==> src/slaq_pkg.sv <==
// Shared types and constants for the serial line assembler queue.
package slaq_pkg;

  // Command codes of an input word
  typedef enum logic [1:0] {
    CMD_RX_BYTE  = 2'd0,
    CMD_RX_ERROR = 2'd1,
    CMD_READ     = 2'd2,
    CMD_RELEASE  = 2'd3
  } cmd_e;

  // Result status codes
  localparam logic [2:0] ST_NOTHING  = 3'd0;
  localparam logic [2:0] ST_STORED   = 3'd1;
  localparam logic [2:0] ST_QUEUED   = 3'd2;
  localparam logic [2:0] ST_CORRUPT  = 3'd3;
  localparam logic [2:0] ST_TOO_LONG = 3'd4;
  localparam logic [2:0] ST_FULL     = 3'd5;

  // Character constants
  localparam logic [7:0] CH_NUL      = 8'h00;
  localparam logic [7:0] CH_TAB      = 8'h09;
  localparam logic [7:0] CH_LF       = 8'h0A;
  localparam logic [7:0] CH_VT       = 8'h0B;
  localparam logic [7:0] CH_FF       = 8'h0C;
  localparam logic [7:0] CH_CR       = 8'h0D;
  localparam logic [7:0] CH_SPACE    = 8'h20;
  localparam logic [7:0] CH_PRINT_LO = 8'h20;
  localparam logic [7:0] CH_PRINT_HI = 8'h7E;

  // Depth of the queue between front and back
  localparam int unsigned QUEUE_DEPTH = 2;

  // Classified operations handed from front to back
  typedef enum logic [2:0] {
    OP_STORE   = 3'd0,
    OP_TERM    = 3'd1,
    OP_DROP    = 3'd2,
    OP_READ    = 3'd3,
    OP_RELEASE = 3'd4
  } op_e;

  typedef struct packed {
    op_e        kind;
    logic [7:0] data;  // character to store, or read index
  } op_t;

  typedef struct packed {
    logic [1:0] command;
    logic [7:0] rx_byte;
    logic [7:0] read_index;
  } in_word_t;

  typedef struct packed {
    logic [2:0] status;
    logic       line_ready;
    logic [7:0] read_char;
  } out_word_t;

endpackage

==> src/slaq_front.sv <==
// Front end: accepts input words and classifies them into operations.
module slaq_front (
  input  logic              in_valid_i,
  input  slaq_pkg::in_word_t in_word_i,
  output logic              in_stall_o,
  input  logic              q_full_i,
  output logic              push_o,
  output slaq_pkg::op_t     op_o
);
  import slaq_pkg::*;

  logic is_term;
  logic is_print;

  // Stall while the queue has no room
  assign in_stall_o = q_full_i;
  assign push_o     = in_valid_i && !q_full_i;

  // Classify the received character
  assign is_term  = (in_word_i.rx_byte == CH_CR) || (in_word_i.rx_byte == CH_LF) ||
                    (in_word_i.rx_byte == CH_FF) || (in_word_i.rx_byte == CH_VT) ||
                    (in_word_i.rx_byte == CH_NUL);
  assign is_print = (in_word_i.rx_byte >= CH_PRINT_LO) && (in_word_i.rx_byte <= CH_PRINT_HI);

  // Decode command into operation
  always_comb begin
    op_o.kind = OP_DROP;
    op_o.data = in_word_i.rx_byte;
    unique case (cmd_e'(in_word_i.command))
      CMD_RX_BYTE: begin
        if (in_word_i.rx_byte == CH_TAB) begin
          op_o.kind = OP_STORE;
          op_o.data = CH_SPACE;
        end else if (is_term) begin
          op_o.kind = OP_TERM;
        end else if (is_print) begin
          op_o.kind = OP_STORE;
        end else begin
          op_o.kind = OP_DROP;
        end
      end
      CMD_RX_ERROR: op_o.kind = OP_DROP;
      CMD_READ: begin
        op_o.kind = OP_READ;
        op_o.data = in_word_i.read_index;
      end
      CMD_RELEASE: op_o.kind = OP_RELEASE;
      default: op_o.kind = OP_DROP;
    endcase
  end

endmodule

==> config.mk <==
export PLATFORM = sky130hd
export DESIGN_NAME = slaq_front
export DESIGN_NICKNAME = d
export VERILOG_FILES = /design/src/slaq_pkg.sv /design/src/slaq_front.sv
export SDC_FILE = /design/constraint.sdc
export NUM_CORES = 1
export LEC_CHECK = 0
export CAP_MARGIN = 5
export CORE_AREA = 2 2 39 41
export DETAILED_ROUTE_END_ITERATION = 8
export DIE_AREA = 0 0 41 43
export DONT_BUFFER_PORTS = 1
export PLACE_DENSITY = 0.38
export SLEW_MARGIN = 20
export SYNTH_ARGS = -nofsm -noshare
export SYNTH_HDL_FRONTEND = slang
export SYNTH_SLANG_ARGS = --single-unit
==> constraint.sdc <==
create_clock -name vclk -period 1.8
set_input_delay 0.36 -clock vclk [all_inputs]
set_output_delay 0.36 -clock vclk [all_outputs]
set_load 0.02 [all_outputs]
-- After elaboration in Yosys (flattened, before gate mapping)
Cells that the tools add are included.
Widths: inputs -> output; s select.
- $lt $le $gt $ge: 2
- eq/ne operators: 8
- multiplexer cells: 6
- reduce and logical (&&, ||, !) cells: 9
- operator list (kind ; number):
    $eq 8x4->1 const B ; 5
    $pmux 8 s2 ; 1
    $pmux 3 s4 ; 1
    $ge 8x6->1 const B ; 1
    $le 8x7->1 const B ; 1
    $logic_not 8->1 ; 1
    $mux 8 ; 1
    $mux 3 ; 2
    $eq 2x2->1 const B ; 2
    $logic_or 1x1->1 ; 4
    $eq 2x1->1 const B ; 1
    $logic_and 1x1->1 ; 2
    $logic_not 2->1 ; 1
    $mux 2 ; 1
    $logic_not 1->1 ; 1
- flip-flop bits (word level): 0
- input port bits: 20
- output and inout port bits: 13
- word-level logic and storage cells: 25

-- Longest topological paths before layout
Gate-level depths: netlist of run 1.
- depth in word-level cells: 8
- depth in mapped cells: 6
- mapped depth without buffers: 5

-- Least setup slack after synthesis of run 1
Ideal clock, no wire load.
- kind: input port to output port
- start: input in_word_i[16] (netlist bit)
- end: output op_o[1] (netlist bit)
- arrival time: 1350 ps
- data required time: 1440 ps
- path slack: 90 ps
- stages: 5
- path buffers: 1
- path through: inv_1 ha_1 buf_2 nor2b_1 o21ai_0
- RTL lines (element ; RTL line ; text):
    start: declaration ; slaq_front.sv:4 ; input slaq_pkg::in_word_t in_word_i,
    end: declaration ; slaq_front.sv:8 ; output slaq_pkg::op_t op_o

==> results.cfg, run 1 <==
[route]
routedWlPerCell_um = 14.9
drc = 0
via_count = 290
drt-total-wl_um = 820
drt_iter0_drc = 1
drtAntennaViolNets = 0
dr.pass1.iters = 3
vias_per_cell = 5.27

[layout]
nFlopsAndLatches = 0
syn_to_final_growth_pct = 13.2
n_antenna_cell = 0
ff_latch_area_um2 = 0
final_nets = 64
multi_input_area_um2 = 256
post-route-cell-area_um2 = 322
drive_above_1_share = 0.231
clockBufferCount = 0
utilization = 0.232
fillers = 167

[critical_path]
cp_max_fo = 3
end_kind = output port
cp_num_buf_inv = 1
cp_top_family = compound AO/OA/AOI/OAI gates
cp_slowest_cell = a22o_1
cp_cell_sequence = inv_1 > ha_1 > nor2b_1 > a31oi_1 > a22o_1
worstSetupPathType = input pin to output port
crit_path_start_kind = input pin
cp.arrival_ns = 1.24
max_stage_delay_ns = 0.28
required_ns = 1.44

[floorplan]
die_y_um = 43
dieArea_um2 = 1760
row_count = 14
die_x_um = 41
ioPinCount = 33
start_util = 0.205
coreArea_um2 = 1380

[worst_hold_path]
hold_depth = 0
hp-class = input pin to output port
min_to = in_stall_o
worstHoldStart = q_full_i

[clocking]
ctsHoldBuffers = 0
cts_setup_buffers = 0
cts_resized = 0

[place]
portBuffers = 0
place_area_um2 = 322
dp_hpwl_um = 723
gp_congestion = 0.716

[synth]
synth.avg_cell_area_um2 = 7.68
synth_fp_nets = 60
synth_cell_types = 22
netlist_instances = 37
yosysWarnings = 0
yosysMostFrequentCell = a22o_1
ys_top_cells_by_count = a22o_1, inv_1, ha_1, nor2b_1, o21ai_0
ys_top_cells_by_area = a22o_1, ha_1, nor4_4, nor2b_1, o21ai_0
yosysSeqAreaShare = 0
syn-cell-area_um2 = 284
netlist.area_leader.share = 0.154
yosysTopAreaCell = a22o_1

[timing]
setup_viol = 0
slew-limit-headroom = 0.730
fin_crit_sh = 0.891
fmax_ghz = 0.623
rsz0062_at_grt = no
drv_slew = 0
hold_viol = 0
finalCriticalPeriod_ns = 1.60
finalSetupTns_ns = 0
worst_pin_slew_ns = 0.404
whs_ns = 0.720

[grt]
grt_use_total = 0.0919
grt-ovfl-total = 0
grt_max_degree = 9
antenna_found_initial = 0
grt_pass1_wl_um = 1210
grt_pass1_vias = 295

[pwr]
power_mw = 0.0852
power.density_nw_per_um2 = 265
vdd_drop_max_mv = 0.0444
p_leak_nw = 0.136

[status]
status = complete, no violations

[run]
drv_cap = 0
==> how the worst max path moves through the flow <==
| stage | from | to | slack (ns) | cells past startpoint |
|---|---|---|---|---|
| after floorplan | in_word_i[16] | op_o[1] | 0.09 | 5 |
| final | in_word_i[16] | op_o[3] | 0.20 | 5 |
| after detailed placement | in_word_i[16] | op_o[3] | 0.19 | 5 |
| after global routing | in_word_i[16] | op_o[5] | 0.07 | 6 |
| after global placement | in_word_i[16] | op_o[3] | 0.23 | 5 |
| after CTS | in_word_i[16] | op_o[3] | 0.19 | 5 |
==> layout by cell type (no fill, tap or decap) <==
master	n
o221ai_2	1
a21oi_1	2
a22o_2	1
buf_4	4
a31oi_1	1
inv_1	4
a21o_1	1
nand3_1	1
nand2_1	2
mux2i_1	1
nand4_1	1
a32o_1	1
and4bb_2	1
nor4_4	1
nor3_1	1
a22o_1	5
nor2b_1	3
ha_1	3
o21ai_0	3
o21ai_1	1
o21ba_2	1
==> cell type report <==
class | count | area share
Timing Repair Buffer | 4 | 0.0934
Tap cell | 16 | 0.0623
Inverter | 4 | 0.0467
Multi-Input combinational cell | 31 | 0.798
==> metrics by stage <==
| step | std cells | worst slack [ns] |
|---|---|---|
| after floorplan | 37 | 0.0904 |
| after global placement | 55 | 0.228 |
| after detailed placement | 55 | 0.186 |
| after CTS | 55 | 0.185 |
| after global routing | 55 | 0.0726 |
| final | 55 | 0.196 |
==> per-layer routing <==
metal	share of wire	vias to the layer above	GRT usage
met1	0.36	126	0.114
met5	0	-	0
li1	-	148	-
met4	0	0	0
met2	0.51	16	0.159
met3	0.13	0	0.0262
==> report_power, final <==
part | switching [mW] | leakage (nW) | total (mW) | internal [mW]
Combinational | 0.0520 | 0.136 | 0.0852 | 0.0332
Sequential | 0 | 0 | 0 | 0
Clock | 0 | 0 | 0 | 0
Total | 0.0520 | 0.136 | 0.0852 | 0.0332
==> logic make-up (layout without fill, tap and decap cells) <==
logic type	after synthesis	after routing	share of synthesized area
AOI/OAI and AO/OA	17	17	0.467
and+or+nand+nor	10	10	0.269
buffers and inverters	6	8	0.0969
adders and majority gates	3	3	0.132
muxes	1	1	0.0352
(Power assumes the default switching activity.)
==> inputs of run 2 (changes only) <==
--- a/config.mk
+++ b/config.mk
@@ -7,9 +7,11 @@
 export LEC_CHECK = 0
 export CAP_MARGIN = 5
+export CELL_PAD_IN_SITES_DETAIL_PLACEMENT = 0
+export CELL_PAD_IN_SITES_GLOBAL_PLACEMENT = 1
 export CORE_AREA = 2 2 39 41
 export DETAILED_ROUTE_END_ITERATION = 8
 export DIE_AREA = 0 0 41 43
 export DONT_BUFFER_PORTS = 1
-export PLACE_DENSITY = 0.38
+export PLACE_DENSITY = 0.52
 export SLEW_MARGIN = 20
 export SYNTH_ARGS = -nofsm -noshare
==> constraint.sdc (replaced) <==
create_clock -name vclk -period 1.8
set_input_delay 0.36 -clock vclk [all_inputs]
set_output_delay 0.36 -clock vclk [all_outputs]
set_load 0.05 [all_outputs]
==> results.cfg, run 2 (synthesized netlist as in run 1, its figures left out) <==
[timing]
worst_pin_slew_ns = 0.490
rsz0062_at_grt = yes
fin_crit_sh = 0.957
finalCriticalPeriod_ns = 1.72
drv_slew = 0
hold_viol = 0
setup_viol = 0
whs_ns = 0.721
fin_ws_ns = 0.0775
finalSetupTns_ns = 0
slew-limit-headroom = 0.674
fmax_ghz = 0.581

[layout]
fillers = 148
final_common_cell = buf_12
final_cell_mix = buf_12, buf_4, inv_1
utilization = 0.335
final_nets = 71
nFlopsAndLatches = 0
drive_above_1_share = 0.457
n_antenna_cell = 0
clockBufferCount = 0
ff_latch_area_um2 = 0
syn_to_final_growth_pct = 63.0

[pwr]
vdd_drop_max_mv = 0.150
p_sw_mw = 0.113
p_leak_nw = 0.201
power_frac_comb = 1.000
seqPwrFrac = 0
pwr-share-clk = 0
power.density_nw_per_um2 = 414
internal_power_mw = 0.0786
power_mw = 0.192
swShare = 0.590

[floorplan]
ioPinCount = 33
die_x_um = 41
die_y_um = 43
coreArea_um2 = 1380
row_count = 14
start_util = 0.205
dieArea_um2 = 1760

[clocking]
cts_setup_buffers = 0
ctsHoldBuffers = 0
cts_resized = 0

[route]
dr.pass1.iters = 1
drtAntennaViolNets = 0
drc = 0
drt-total-wl_um = 910
via_count = 332
vias_per_cell = 5.35
drt_iter0_drc = 0
routedWlPerCell_um = 14.7

[critical_path]
cp_top_family = compound AO/OA/AOI/OAI gates
required_ns = 1.44
cp_slowest_cell = a22o_2
crit_start = in_word_i[16]
cp.arrival_ns = 1.36
worstSetupEndpoint = op_o[0]
worstSetupPathType = input pin to output port
cp_max_fo = 4
crit_path_start_kind = input pin
end_kind = output port
cp_cell_sequence = inv_1 > ha_1 > nor2b_1 > a31oi_1 > a22o_2
cp.depth = 5
cp_num_buf_inv = 1
max_stage_delay_ns = 0.35

[place]
dp_hpwl_um = 839
dp_slack_ns = 0.0609
gp_congestion = 0.763
portBuffers = 0

[grt]
antenna_found_initial = 0
grt-ovfl-total = 0
grt_max_degree = 7
grt_pass1_wl_um = 1390
grt_pass1_vias = 347
grt_use_total = 0.107

[worst_hold_path]
hp-class = input pin to output port
worstHoldStart = q_full_i

[status]
status = complete, no violations

[run]
drv_cap = 0
run 2: final cells by class:
class / count / area (um^2) / share of cell area
tap: 16 / 20.0 / 0.0432
inverter: 4 / 15.0 / 0.0324
multi-input combinational: 31 / 270 / 0.584
timing repair buffer: 11 / 158 / 0.341
run 2: how the worst min path moves through the flow:
stage | endpoint | cells past startpoint
6_report | in_stall_o | 0
5_1_grt | in_stall_o | 0
4_1_cts | in_stall_o | 0
3_5_place_dp | in_stall_o | 0
3_3_place_gp | in_stall_o | 0
2_1_floorplan | in_stall_o | 1
run 2: per-layer routing:
metal	wire (um)	GRT usage	up-vias
met3	93	0.0157	0
met1	317	0.104	153
met4	0	0	0
met5	0	0	-
li1	-	-	162
met2	499	0.222	17
run 2: per-stage QoR:
step | area (um^2) | std cells
6_report | 463 | 62
5_1_grt | 463 | 62
4_1_cts | 463 | 62
3_5_place_dp | 463 | 62
3_3_place_gp | 463 | 62
2_1_floorplan | 298 | 37
run 2: power by group through the flow:
stage | logic (mW) | registers [mW] | clock network, mW
finish | 0.192 | 0 | 0
global route | 0.201 | 0 | 0
CTS | 0.194 | 0 | 0
detailed placement | 0.193 | 0 | 0
global placement | 0.192 | 0 | 0
floorplan | 0.130 | 0 | 0
==> inputs of run 3 (changes only) <==
- ABC_AREA: unset -> 1
- CAP_MARGIN: 5 -> unset
- CELL_PAD_IN_SITES_DETAIL_PLACEMENT: 0 -> unset
- CELL_PAD_IN_SITES_GLOBAL_PLACEMENT: 1 -> unset
- PLACE_DENSITY: 0.52 -> 0.41
==> results.cfg, run 3 <==
[route]
drt_iter0_drc = 10
via_count = 402
dr.pass1.iters = 2
drt-total-wl_um = 864
drc = 0
drtAntennaViolNets = 0
routedWlPerCell_um = 9.09
vias_per_cell = 4.23

[pwr]
power.density_nw_per_um2 = 408
vdd_drop_max_mv = 0.104
p_leak_nw = 0.263

[synth]
ys_top_cells_by_count = nand2_1, inv_1, nor2_1
synth_fp_nets = 91
ys_top_cells_by_area = nand2_1, ha_1, inv_1, o21ai_0, nor2_1
syn-cell-area_um2 = 317
netlist.area_leader.share = 0.344
yosysWarnings = 0
synth.avg_cell_area_um2 = 4.66
synth_cell_types = 12
yosysTopAreaCell = nand2_1
netlist_instances = 68
yosysSeqAreaShare = 0
yosysMostFrequentCell = nand2_1

[place]
gp_congestion = 0.749
dp_hpwl_um = 765
place_area_um2 = 448
dp.cells = 95
portBuffers = 0

[layout]
finalNonFillerCells = 95
n_antenna_cell = 0
utilization = 0.324
syn_to_final_growth_pct = 41.5
ff_latch_area_um2 = 0
multi_input_area_um2 = 260
drive_above_1_share = 0.253
final_cell_mix = nand2_1, buf_4, inv_1
nFlopsAndLatches = 0
fillers = 179
post-route-cell-area_um2 = 448
clockBufferCount = 0
final_common_cell = nand2_1
final_nets = 104

[critical_path]
cp_max_fo = 6
cp.arrival_ns = 1.25
required_ns = 1.44
crit_path_start_kind = input pin
worstSetupPathType = input pin to output port
end_kind = output port

[floorplan]
ioPinCount = 33
row_count = 14
coreArea_um2 = 1380
dieArea_um2 = 1760
start_util = 0.229
die_y_um = 43
die_x_um = 41

[worst_hold_path]
hp-class = input pin to output port
hold_depth = 0
worstHoldStart = q_full_i
min_to = in_stall_o

[clocking]
ctsHoldBuffers = 0
cts_setup_buffers = 0
cts_resized = 0

[timing]
slew-limit-headroom = 0.673
worst_pin_slew_ns = 0.492
drv_slew = 0
fin_crit_sh = 0.894
rsz0062_at_grt = no
hold_viol = 0
finalCriticalPeriod_ns = 1.61
finalSetupTns_ns = 0
setup_viol = 0
fmax_ghz = 0.621

[grt]
grt_max_degree = 7
grt_pass1_wl_um = 1260
grt_use_total = 0.0949
grt-ovfl-total = 0
antenna_found_initial = 0
grt_pass1_vias = 323

[status]
status = complete, no violations

[run]
drv_cap = 0
## run 3: worst max-delay path: stages
cell     delay, ns
inv_1         0.03
ha_1          0.26
inv_1         0.07
nor2_1        0.04
buf_4         0.15
o21ai_1       0.11
buf_4         0.21
## run 3: per-stage QoR
stage | hold slack [ns] | power [mW] | worst slack (ns)
after global routing | 0.720 | 0.195 | 0.0941
after CTS | 0.720 | 0.184 | 0.185
after global placement | 0.720 | 0.183 | 0.198
final | 0.720 | 0.183 | 0.191
after floorplan | 0.887 | 0.135 | -0.127
after detailed placement | 0.720 | 0.184 | 0.190
## run 3: cells by family (layout without fill, tap and decap cells)
logic type	Yosys count	after routing	share of synthesized area
buffers and inverters	14	25	0.190
and+or+nand+nor	41	41	0.518
AOI/OAI and AO/OA	10	10	0.174
adders and majority gates	3	3	0.119
## run 3: report_power, final
part | internal (mW) | switching, mW | leakage (nW)
Clock | 0 | 0 | 0
Sequential | 0 | 0 | 0
Combinational | 0.0619 | 0.121 | 0.263
## run 3: worst max-delay path by stage
stage                       start       to  slack [ns]  depth (start not counted)
finish              in_word_i[16]  op_o[1]        0.19                          7
global route        in_word_i[16]  op_o[6]        0.09                          7
CTS                 in_word_i[16]  op_o[4]        0.18                          7
detailed placement  in_word_i[16]  op_o[4]        0.19                          7
global placement    in_word_i[16]  op_o[1]        0.20                          7
floorplan           in_word_i[16]  op_o[1]       -0.13                          6
## run 3: area by class of cell
type,instances,share of cell area
repair buffers,13,0.274
multi-input cells,54,0.581
well taps,16,0.0447
inverters,12,0.101
## run 3: per-layer routing
metal	GRT usage	vias up	part of all wire	wire (um)
met4	0	0	0	0
li1	-	227	-	-
met1	0.133	162	0.42	365
met3	0	0	0.079	68
met5	0	-	0	0
met2	0.166	13	0.50	431
