## src/slaq_pkg.sv

```systemverilog
// Shared types and constants for the serial line assembler queue.
package slaq_pkg;

  // Command codes of an input word
  typedef enum logic [1:0] {
    CMD_RX_BYTE  = 2'd0,
    CMD_RX_ERROR = 2'd1,
    CMD_READ     = 2'd2,
    CMD_RELEASE  = 2'd3
  } cmd_e;

  // Result status codes
  localparam logic [2:0] ST_NOTHING  = 3'd0;
  localparam logic [2:0] ST_STORED   = 3'd1;
  localparam logic [2:0] ST_QUEUED   = 3'd2;
  localparam logic [2:0] ST_CORRUPT  = 3'd3;
  localparam logic [2:0] ST_TOO_LONG = 3'd4;
  localparam logic [2:0] ST_FULL     = 3'd5;

  // Character constants
  localparam logic [7:0] CH_NUL      = 8'h00;
  localparam logic [7:0] CH_TAB      = 8'h09;
  localparam logic [7:0] CH_LF       = 8'h0A;
  localparam logic [7:0] CH_VT       = 8'h0B;
  localparam logic [7:0] CH_FF       = 8'h0C;
  localparam logic [7:0] CH_CR       = 8'h0D;
  localparam logic [7:0] CH_SPACE    = 8'h20;
  localparam logic [7:0] CH_PRINT_LO = 8'h20;
  localparam logic [7:0] CH_PRINT_HI = 8'h7E;

  // Depth of the queue between front and back
  localparam int unsigned QUEUE_DEPTH = 2;

  // Classified operations handed from front to back
  typedef enum logic [2:0] {
    OP_STORE   = 3'd0,
    OP_TERM    = 3'd1,
    OP_DROP    = 3'd2,
    OP_READ    = 3'd3,
    OP_RELEASE = 3'd4
  } op_e;

  typedef struct packed {
    op_e        kind;
    logic [7:0] data;  // character to store, or read index
  } op_t;

  typedef struct packed {
    logic [1:0] command;
    logic [7:0] rx_byte;
    logic [7:0] read_index;
  } in_word_t;

  typedef struct packed {
    logic [2:0] status;
    logic       line_ready;
    logic [7:0] read_char;
  } out_word_t;

endpackage

```

## src/slaq_queue.sv

```systemverilog
// Short operation queue between front and back.
module slaq_queue (
  input  logic          clk_i,
  input  logic          rst_ni,
  input  logic          push_i,
  input  slaq_pkg::op_t op_i,
  output logic          full_o,
  input  logic          pop_i,
  output logic          valid_o,
  output slaq_pkg::op_t op_o
);
  import slaq_pkg::*;

  localparam int unsigned PtrW = (QUEUE_DEPTH > 1) ? $clog2(QUEUE_DEPTH) : 1;
  localparam int unsigned CntW = $clog2(QUEUE_DEPTH + 1);

  op_t             slot_q [QUEUE_DEPTH];
  logic [PtrW-1:0] wr_ptr_q, wr_ptr_d;
  logic [PtrW-1:0] rd_ptr_q, rd_ptr_d;
  logic [CntW-1:0] cnt_q, cnt_d;
  logic            do_push, do_pop;

  assign full_o  = (cnt_q == CntW'(QUEUE_DEPTH));
  assign valid_o = (cnt_q != '0);
  assign op_o    = slot_q[rd_ptr_q];
  assign do_push = push_i && !full_o;
  assign do_pop  = pop_i && valid_o;

  // Advance pointers with wrap
  always_comb begin
    wr_ptr_d = wr_ptr_q;
    rd_ptr_d = rd_ptr_q;
    cnt_d    = cnt_q;
    if (do_push) begin
      wr_ptr_d = (wr_ptr_q == PtrW'(QUEUE_DEPTH - 1)) ? '0 : wr_ptr_q + 1'b1;
    end
    if (do_pop) begin
      rd_ptr_d = (rd_ptr_q == PtrW'(QUEUE_DEPTH - 1)) ? '0 : rd_ptr_q + 1'b1;
    end
    if (do_push && !do_pop) begin
      cnt_d = cnt_q + 1'b1;
    end else if (do_pop && !do_push) begin
      cnt_d = cnt_q - 1'b1;
    end
  end

  always_ff @(posedge clk_i or negedge rst_ni) begin
    if (!rst_ni) begin
      wr_ptr_q <= '0;
      rd_ptr_q <= '0;
      cnt_q    <= '0;
    end else begin
      wr_ptr_q <= wr_ptr_d;
      rd_ptr_q <= rd_ptr_d;
      cnt_q    <= cnt_d;
    end
  end

  // Hold entries
  always_ff @(posedge clk_i) begin
    if (do_push) begin
      slot_q[wr_ptr_q] <= op_i;
    end
  end

endmodule

```

## config.mk

```make
export PLATFORM = sky130hd
export DESIGN_NAME = slaq_queue
export DESIGN_NICKNAME = d
export VERILOG_FILES = /design/src/slaq_pkg.sv /design/src/slaq_queue.sv
export SDC_FILE = /design/constraint.sdc
export NUM_CORES = 1
export LEC_CHECK = 0
export BUFFER_PORTS_ARGS = -buffer_cell sky130_fd_sc_hd__buf_2
export CELL_PAD_IN_SITES_DETAIL_PLACEMENT = 1
export CELL_PAD_IN_SITES_GLOBAL_PLACEMENT = 2
export CORE_MARGIN = 1.5
export CORE_UTILIZATION = 30
export DETAILED_ROUTE_END_ITERATION = 10
export GPL_ROUTABILITY_DRIVEN = 0
export PLACE_DENSITY = 0.66
export SLEW_MARGIN = 0
export SYNTH_ARGS = -nofsm -noshare
export SYNTH_HDL_FRONTEND = slang
export SYNTH_SLANG_ARGS = --single-unit
```

## constraint.sdc

```tcl
create_clock -name clk_i -period 2.2 [get_ports clk_i]
set_clock_uncertainty 0.15 [all_clocks]
set_input_delay 0.11 -clock clk_i [delete_from_list [all_inputs] [get_ports clk_i]]
set_output_delay 0.11 -clock clk_i [all_outputs]
set_load 0.005 [all_outputs]
```

Word-level counts from Yosys, hierarchy flattened:

Memory sizes are Yosys's and may differ from the RTL's.
Index checks and enable logic that the tools add are counted.

* bits of input ports: 15
* bits in latches: 0
* RAM bits: 22
* output and inout bits: 13
* register bits after elaboration: 4
* memories: 1
* memory bits (read-only): 0

* order comparisons: 0
* eq/ne operators: 1
* div/mod/pow operators: 0
* add/subtract/negate cells: 4
* bitwise logic cells: 0
* shift operators: 0
* $mul: 0
* reductions and logical operators: 9
* mux-type cells: 6

Memories
* slot_q: words 2, width 11, read ports 1, clocked after memory_dff 0, wr ports 1, RTL line slaq_queue.sv:17 `op_t slot_q [QUEUE_DEPTH];`

Operators with widths (number)
* 1-bit logical AND: 4
* 1-bit two-way mux: 4
* 2-bit two-way mux: 2
* 2-bit nonzero test: 2
* 1-bit zero test: 3
* 1-bit adder, second input constant: 2
* 2-bit by 1-bit adder with 2-bit output, second input constant: 1
* 2-bit equality test, second input constant: 1
* 2-bit by 1-bit subtractor with 2-bit output, second input constant: 1

Depth between registers and ports, before layout:

Gate-level depths: netlist of the first run.

* depth after elaboration: 7
* gate-level depth with buffers: 7
* gate-level depth less buffers: 7

Worst setup path before layout of the first run:

Ideal clock, no wire load.

* path kind: register to register
* from: reg cnt_q[0]
* to: mem slot_q[0][0] (netlist name) (enable)
* setup slack: 0.561 ns
* clock period less this slack: 1.639 ns
* path buffers: 0
* cell stages (with the launch flop): 4
* arrival: 1.110 ns
* data required time: 1.672 ns
* cells stage by stage: dfrtp_1 -> nand2b_1 -> nand2_2 -> nor2_1

* cells in the longest elaborated chain, start to end: 5

RTL lines
* from (decl): RTL line slaq_queue.sv:20 `logic [CntW-1:0] cnt_q, cnt_d;`
* from (signal assigned): RTL line slaq_queue.sv:55 `cnt_q <= cnt_d;`
* 2-bit equality test: RTL line slaq_queue.sv:23 `assign full_o = (cnt_q == CntW'(QUEUE_DEPTH));`
* 1-bit zero test: RTL line slaq_queue.sv:26 `assign do_push = push_i && !full_o;`
* 1-bit logical AND: RTL line slaq_queue.sv:26
* 1-bit two-way mux: RTL line slaq_queue.sv:61 `if (do_push) begin`
* 1-bit two-way mux (implied by the code): RTL line slaq_queue.sv:62 `slot_q[wr_ptr_q] <= op_i;`
* to (decl): RTL line slaq_queue.sv:17

No other way between the ends.

==> metrics.txt, run 1 <==
static leakage=0.591 nW; mean post-synth cell area=between 15 and 20 sq um; GR Overflow Total=0; CP Capture Type=primary output; CP startpoint kind=flip-flop; area occupied by multi-input gates=roughly 260 sq um; Max-Cap Viols=0; Setup crit end=op_o[7]; routed via count=between 500 and 600; P_int=0.00109 W; CP peak stage delay=~0.8 ns; post-layout min period=approximately 1.9 ns; Initial Util=a little under a third; share of cells above drive strength 1=46.0%; # diodes=0; Chip Width=around 62 microns; Die H=between 60 and 70 microns; Netlist cell types=15; Port Buffer Count=27; post-route antenna net violation count=0; Cell Rows=21; clock network power share=12.7%; DIE AREA=0.00383 sq mm; R2R Path Start=cnt_q[0]$_DFFE_PN0P_; placed cells=between 100 and 150; register area=roughly 760 sq um; CTS root buf=clkbuf_4; worst skew pair latency=about 0.31 ns; Total GRT Usage=a little under a tenth; worst slew pin tran=just under 0.7 ns; relative slew slack=between 50% and 60%; clock transition at the registers of the reported paths=approximately 0.13 ns; Via density=4.08; post-cts sizing count=0; Synthesized Nets=between 60 and 70; Worst Reg-to-Reg Cells=7; final setup TNS=0 ns; initial antenna violation count=0; Comb power frac=between 30% and 40%; critical path data required time=between 1.5 and 2 ns; CTS sink cnt=26; worst hold slack=about 0.36 ns; sequential fraction of the synthesis area=between 70 and 80%; First DRT Iteration DRCs=3; Routed WL=about 1700 microns; per-cell routed wire length=approximately 12 microns; unrepaired setup endpoints after global routing=no; worst setup path class=reg -> out; Syn. warnings=0; PD cells=about 1100 mW/mm^2; Top-Level Pins=28; nets@finish=between 100 and 150; largest net degree at the start of global routing=15; post-DP HPWL=around 1200 microns; critical-path cell list=mux2_2, buf_2; reg-to-reg endpoint=cnt_q[1]$_DFFE_PN0P_; arrival time at the worst endpoint=around 1.6 ns; sequential power share=approximately 52%; P&R area growth vs syn=35.9%; Final Hold Viols=0; Slew Viols, Final=0; Peak VDD IR=542 uV; core box area=between 0.003 and 0.004 sq mm; synthesized instance count=53; switching pwr=between 0.0004 and 0.0005 W; first-pass GRT wire length=between 2000 and 2500 microns; worst hold path class=reg -> reg; synthesized flop and latch total=26; Longest Clk Path Bufs=2; register-to-register setup slack=just under 0.6 ns; TritonCTS clock tree=yes; First-pass DRT Iterations=4; fill count=between 300 and 400; Non-Filler Instances=146; Synth Cell Area=between 0.001 and 0.0015 sq mm; Fmax=around 530 MHz; worst setup path startpoint=rd_ptr_q$_DFFE_PN0P_; status=completed; Sw Ratio=slightly below 30%; # DRC=0; # H-tree levels=1; Worst path slowest cell=dfrtp_1; Final period util=86.1%; vias in the first global route=approximately 550; CTS Buf Count=3; # setup viols final=0; crit path max fanout=12
-- final cells by class --
cell class / count / area share [%]
Timing Repair Buffer: 44 / 21.3
Multi-Input combinational cell: 24 / 18.4
Sequential cell: 26 / 53.9
Inverter: 2 / 0.531
Tap cell: 46 / 4.07
Clock buffer: 3 / 1.59
Clock inverter: 1 / 0.266
-- timing repair --
item | CTS | global route
buffers inserted | 0 | 0
endpoints found under the hold margin | 28 | 0
hold buffers | 15 | 0
-- placed cells by master (no fill, tap or decap) --
| cell type | n |
|---|---|
| nand2_4 | 1 |
| mux2_2 | 2 |
| clkinv_1 | 1 |
| clkbuf_4 | 3 |
| and3_1 | 1 |
| xnor2_1 | 3 |
| buf_2 | 27 |
| edfxtp_1 | 22 |
| or2_4 | 1 |
| nand2b_1 | 1 |
| nand2_2 | 1 |
| nor2_1 | 2 |
| ha_1 | 1 |
| buf_4 | 2 |
| dfrtp_1 | 4 |
| dlygate4sd3_1 | 15 |
| inv_1 | 2 |
| mux2_4 | 9 |
| xor2_1 | 2 |
-- metal layers --
metal  vias up  part of all wire [%]  global-route usage, %
met1       288                    46                   11.4
met4         0                   1.0                   3.65
met5         -                     0                      0
met3         2                   3.6                   1.86
met2        18                    50                   16.2
li1        288                     -                      -
-- worst max-delay path, delay by kind of cell, from the launching register on --
family   cells  cell delay (ns)
flops        1             0.80
buf+inv      1             0.12
mux          1             0.41
-- flip-flops by register name, indices dropped and copies added, names as in the netlist --
signal and flops:
rd_ptr_q 1, slot_q 22, cnt_q 2, wr_ptr_q 1
-- cell families (layout without fill, tap and decap cells) --
kind of cell,Yosys count,after routing,synth area share [%]
XOR/XNOR,5,5,4.21
adder cells (fa/ha/maj),1,1,1.20
buffers and inverters,3,50,1.81
flip-flops,26,26,73.2
multiplexers,11,11,15.2
AND/OR/NAND/NOR,7,7,4.45
-- power groups by stage --
stage,clock [W],sequential (W),combinational (W)
3_5_place_dp,0,0.000807,0.000533
4_1_cts,0.000209,0.000795,0.000557
2_1_floorplan,0,0.000742,0.000406
3_3_place_gp,0,0.000800,0.000525
6_report,0.000194,0.000789,0.000544
5_1_grt,0.000229,0.000805,0.000605
-- worst min path at each step --
| stage | from | endpoint | slack (ns) | cells past startpoint |
|---|---|---|---|---|
| after floorplan | rst_ni | cnt_q[0]$_DFFE_PN0P_ | -0.34 | 0 |
| after CTS | op_i[9] | slot_q[0][9]$_DFFE_PP_ | 0.35 | 2 |
| final | wr_ptr_q$_DFFE_PN0N_ | wr_ptr_q$_DFFE_PN0N_ | 0.36 | 1 |
| after global routing | op_i[3] | slot_q[1][3]$_DFFE_PP_ | 0.35 | 2 |
| after global placement | rst_ni | wr_ptr_q$_DFFE_PN0N_ | -0.23 | 1 |
| after detailed placement | rst_ni | wr_ptr_q$_DFFE_PN0N_ | -0.22 | 1 |
-- Yosys cell counts --
cell type   n  area share, %
nand2_2     1           0.60
xor2_1      2            1.7
and3_1      1           0.60
inv_1       2           0.72
edfxtp_1   22             64
nor2_1      2           0.72
xnor2_1     3            2.5
dfrtp_1     4            9.6
nand2b_1    1           0.60
mux2_2      2            2.2
buf_6       1            1.1
ha_1        1            1.2
or2_4       1           0.84
mux2_4      9             13
nand2_4     1            1.1
-- stage by stage --
| stage | setup WS [ns] | power [W] | util, % | instance area (sq um) |
|---|---|---|---|---|
| CTS | 0.252 | 0.00156 | 42.3 | 1410 |
| global placement | 0.621 | 0.00132 | 37.0 | 1240 |
| floorplan | 0.561 | 0.00115 | - | 1040 |
| detailed placement | 0.567 | 0.00134 | 37.0 | 1240 |
| global route | 0.229 | 0.00164 | 42.3 | 1410 |
| finish | 0.306 | 0.00153 | 42.3 | 1410 |
(Power assumes the default switching activity.)
==> run 2: changes to the inputs <==
--- a/config.mk
+++ b/config.mk
@@ -13,6 +13,7 @@
 export DETAILED_ROUTE_END_ITERATION = 10
 export GPL_ROUTABILITY_DRIVEN = 0
 export PLACE_DENSITY = 0.66
+export RECOVER_POWER = 50
 export SLEW_MARGIN = 0
 export SYNTH_ARGS = -nofsm -noshare
 export SYNTH_HDL_FRONTEND = slang
==> run 2 against run 1 <==
Net effect:
- non-clock buffer count unchanged
- fmax about the same
- utilization decreased by 0.56 points
- critical path type unchanged
- critical endpoint unchanged
==> metrics.txt, run 2 (synthesis gave the netlist of run 1 again) <==
status=completed (unchanged); relative slew slack=55.2% (about the same); CTS root buf=clkbuf_4 (unchanged); Non-Filler Instances=146 (unchanged); final setup TNS=0 ns (unchanged); Finished Core Util=41.8% (was 42.3%); Final Hold Viols=0 (unchanged); worst hold slack=0.354 ns (was 0.359 ns); DIE AREA=0.00383 sq mm (unchanged); CTS Buf Count=3 (unchanged); PD cells=1080 mW/mm^2 (about the same); First DRT Iteration DRCs=3 (unchanged); # H-tree levels=1 (unchanged); Die H=61.9 microns (unchanged); largest registers=slot_q (22), cnt_q (2) (unchanged); GR Overflow Total=0 (unchanged); nets@finish=117 (unchanged); Via density=4.10 (was 4.08); fill count=363 (was 359); core box area=0.00334 sq mm (unchanged); post-DP HPWL=1240 microns (unchanged); Port Buffer Count=27 (unchanged); Final period util=86.1% (about the same); first-pass GRT wire length=2470 microns (unchanged); Fmax=528 MHz (about the same); CP peak stage delay=0.80 ns (about the same); critical-path cell list=mux2_2, buf_2 (unchanged); First-pass DRT Iterations=4 (unchanged); register area=761 sq um (unchanged); static leakage=0.562 nW (was 0.591 nW); routed via count=598 (was 596); unrepaired setup endpoints after global routing=no (unchanged); Chip Width=61.9 microns (unchanged); Total GRT Usage=9.33% (unchanged); crit path max fanout=12 (unchanged); worst slew pin tran=0.672 ns (about the same); most flop-heavy register=slot_q (unchanged); area occupied by multi-input gates=255 sq um (was 260 sq um); share of cells above drive strength 1=35.0% (was 46.0%); worst hold path class=reg -> reg (unchanged); initial antenna violation count=0 (unchanged); Top-Level Pins=28 (unchanged); # DRC=0 (unchanged); CP Capture Type=primary output (unchanged); critical path data required time=1.94 ns (about the same); Worst path slowest cell=dfrtp_1 (unchanged); CP startpoint kind=flip-flop (unchanged); post-layout min period=1.89 ns (about the same); max reg flops=22 (unchanged); post-route antenna net violation count=0 (unchanged); # diodes=0 (unchanged); Longest Clk Path Bufs=2 (unchanged); commonest cells after routing, fill and taps aside=edfxtp_1 (22), buf_2 (18), dlygate4sd3_1 (15), mux2_4 (9), clkbuf_1 (9) (was buf_2 (27), edfxtp_1 (22), dlygate4sd3_1 (15), mux2_4 (9), dfrtp_1 (4)); largest net degree at the start of global routing=15 (unchanged); # setup viols final=0 (unchanged); TritonCTS clock tree=yes (unchanged); placed cells=127 (unchanged); worst skew pair latency=0.31 ns (about the same); Slew Viols, Final=0 (unchanged); Peak VDD IR=537 uV (was 542 uV); setup repair bufs after CTS=0 (unchanged); CTS sink cnt=26 (unchanged); Routed WL=1710 microns (about the same); worst setup path class=reg -> out (unchanged); P&R area growth vs syn=34.1% (was 35.9%); per-cell routed wire length=11.7 microns (about the same); arrival time at the worst endpoint=1.63 ns (about the same); Cell Rows=21 (unchanged); Max-Cap Viols=0 (unchanged); clock transition at the registers of the reported paths=0.12 ns (was 0.13 ns); most common cell after layout, fill and taps aside=edfxtp_1 (was buf_2); Initial Util=31.2% (unchanged); vias in the first global route=546 (unchanged)
-- run 2: cell types whose count changed in the layout (fill, tap and decap cells not counted) --
cell      delta
clkbuf_2     +1
nand2_1      +1
or2_4        -1
nand2_2      -1
or2_0        +1
buf_2        -9
buf_4        -1
clkbuf_1     +9
-- run 2: critical path, delay by kind of cell, from the launching register on --
kind | cells | cell delay (ns)
buffers and inverters | 1 | 0.12
flip-flops | 1 | 0.80
multiplexers | 1 | 0.41
-- run 2: worst paths after layout --
| kind | depth (start not counted) | start | to | slack (ns) |
|---|---|---|---|---|
| min in group asynchronous | 3 | rst_ni | wr_ptr_q$_DFFE_PN0N_ | 0.53 |
| setup / recovery | 2 | rd_ptr_q$_DFFE_PN0P_ | op_o[7] | 0.31 |
| hold reg to reg | 1 | cnt_q[1]$_DFFE_PN0P_ | cnt_q[1]$_DFFE_PN0P_ | 0.35 |
| max in group asynchronous | 3 | rst_ni | rd_ptr_q$_DFFE_PN0P_ | 1.18 |
| hold / removal | 1 | cnt_q[1]$_DFFE_PN0P_ | cnt_q[1]$_DFFE_PN0P_ | 0.35 |
| setup reg to reg | 7 | cnt_q[0]$_DFFE_PN0P_ | cnt_q[1]$_DFFE_PN0P_ | 0.57 |
-- run 2: final cells by class --
class | instances | area share (%)
clock buffer | 3 | 1.62
clock inverter | 1 | 0.269
inverter | 2 | 0.539
multi-input combinational | 24 | 18.3
sequential | 26 | 54.6
tap | 46 | 4.13
timing repair buffer | 44 | 20.6
-- run 2: per-layer routing --
| metal | wire length (microns) | part of all wire [%] | GRT usage (%) | vias to the layer above |
|---|---|---|---|---|
| li1 | - | - | - | 290 |
| met4 | 17 | 1.0 | 3.65 | 0 |
| met3 | 61 | 3.6 | 1.86 | 2 |
| met5 | 0 | 0 | 0 | - |
| met1 | 775 | 45 | 11.4 | 288 |
| met2 | 852 | 50 | 16.2 | 18 |
-- run 2: per-stage QoR --
| stage | total power (W) | setup WS, ns | instance area, sq um |
|---|---|---|---|
| 6_report | 0.00151 | 0.307 | 1390 |
| 5_1_grt | 0.00162 | 0.229 | 1390 |
| 4_1_cts | 0.00156 | 0.252 | 1410 |
| 3_5_place_dp | 0.00134 | 0.567 | 1240 |
| 3_3_place_gp | 0.00132 | 0.621 | 1240 |
| 2_1_floorplan | 0.00115 | 0.561 | 1040 |
-- run 2: where the power goes --
group          leakage (nW)  switching (W)  internal, W  total (W)
clock                0.0154       0.000129    0.0000663   0.000195
sequential            0.251       0.000104     0.000684   0.000788
combinational         0.296       0.000206     0.000319   0.000525
-- run 2: what timing repair did --
item	CTS	global route
hold endpoints to repair	28	0
setup endpoints to repair	0	0
hold buffers	15	0
gates resized for setup	0	0
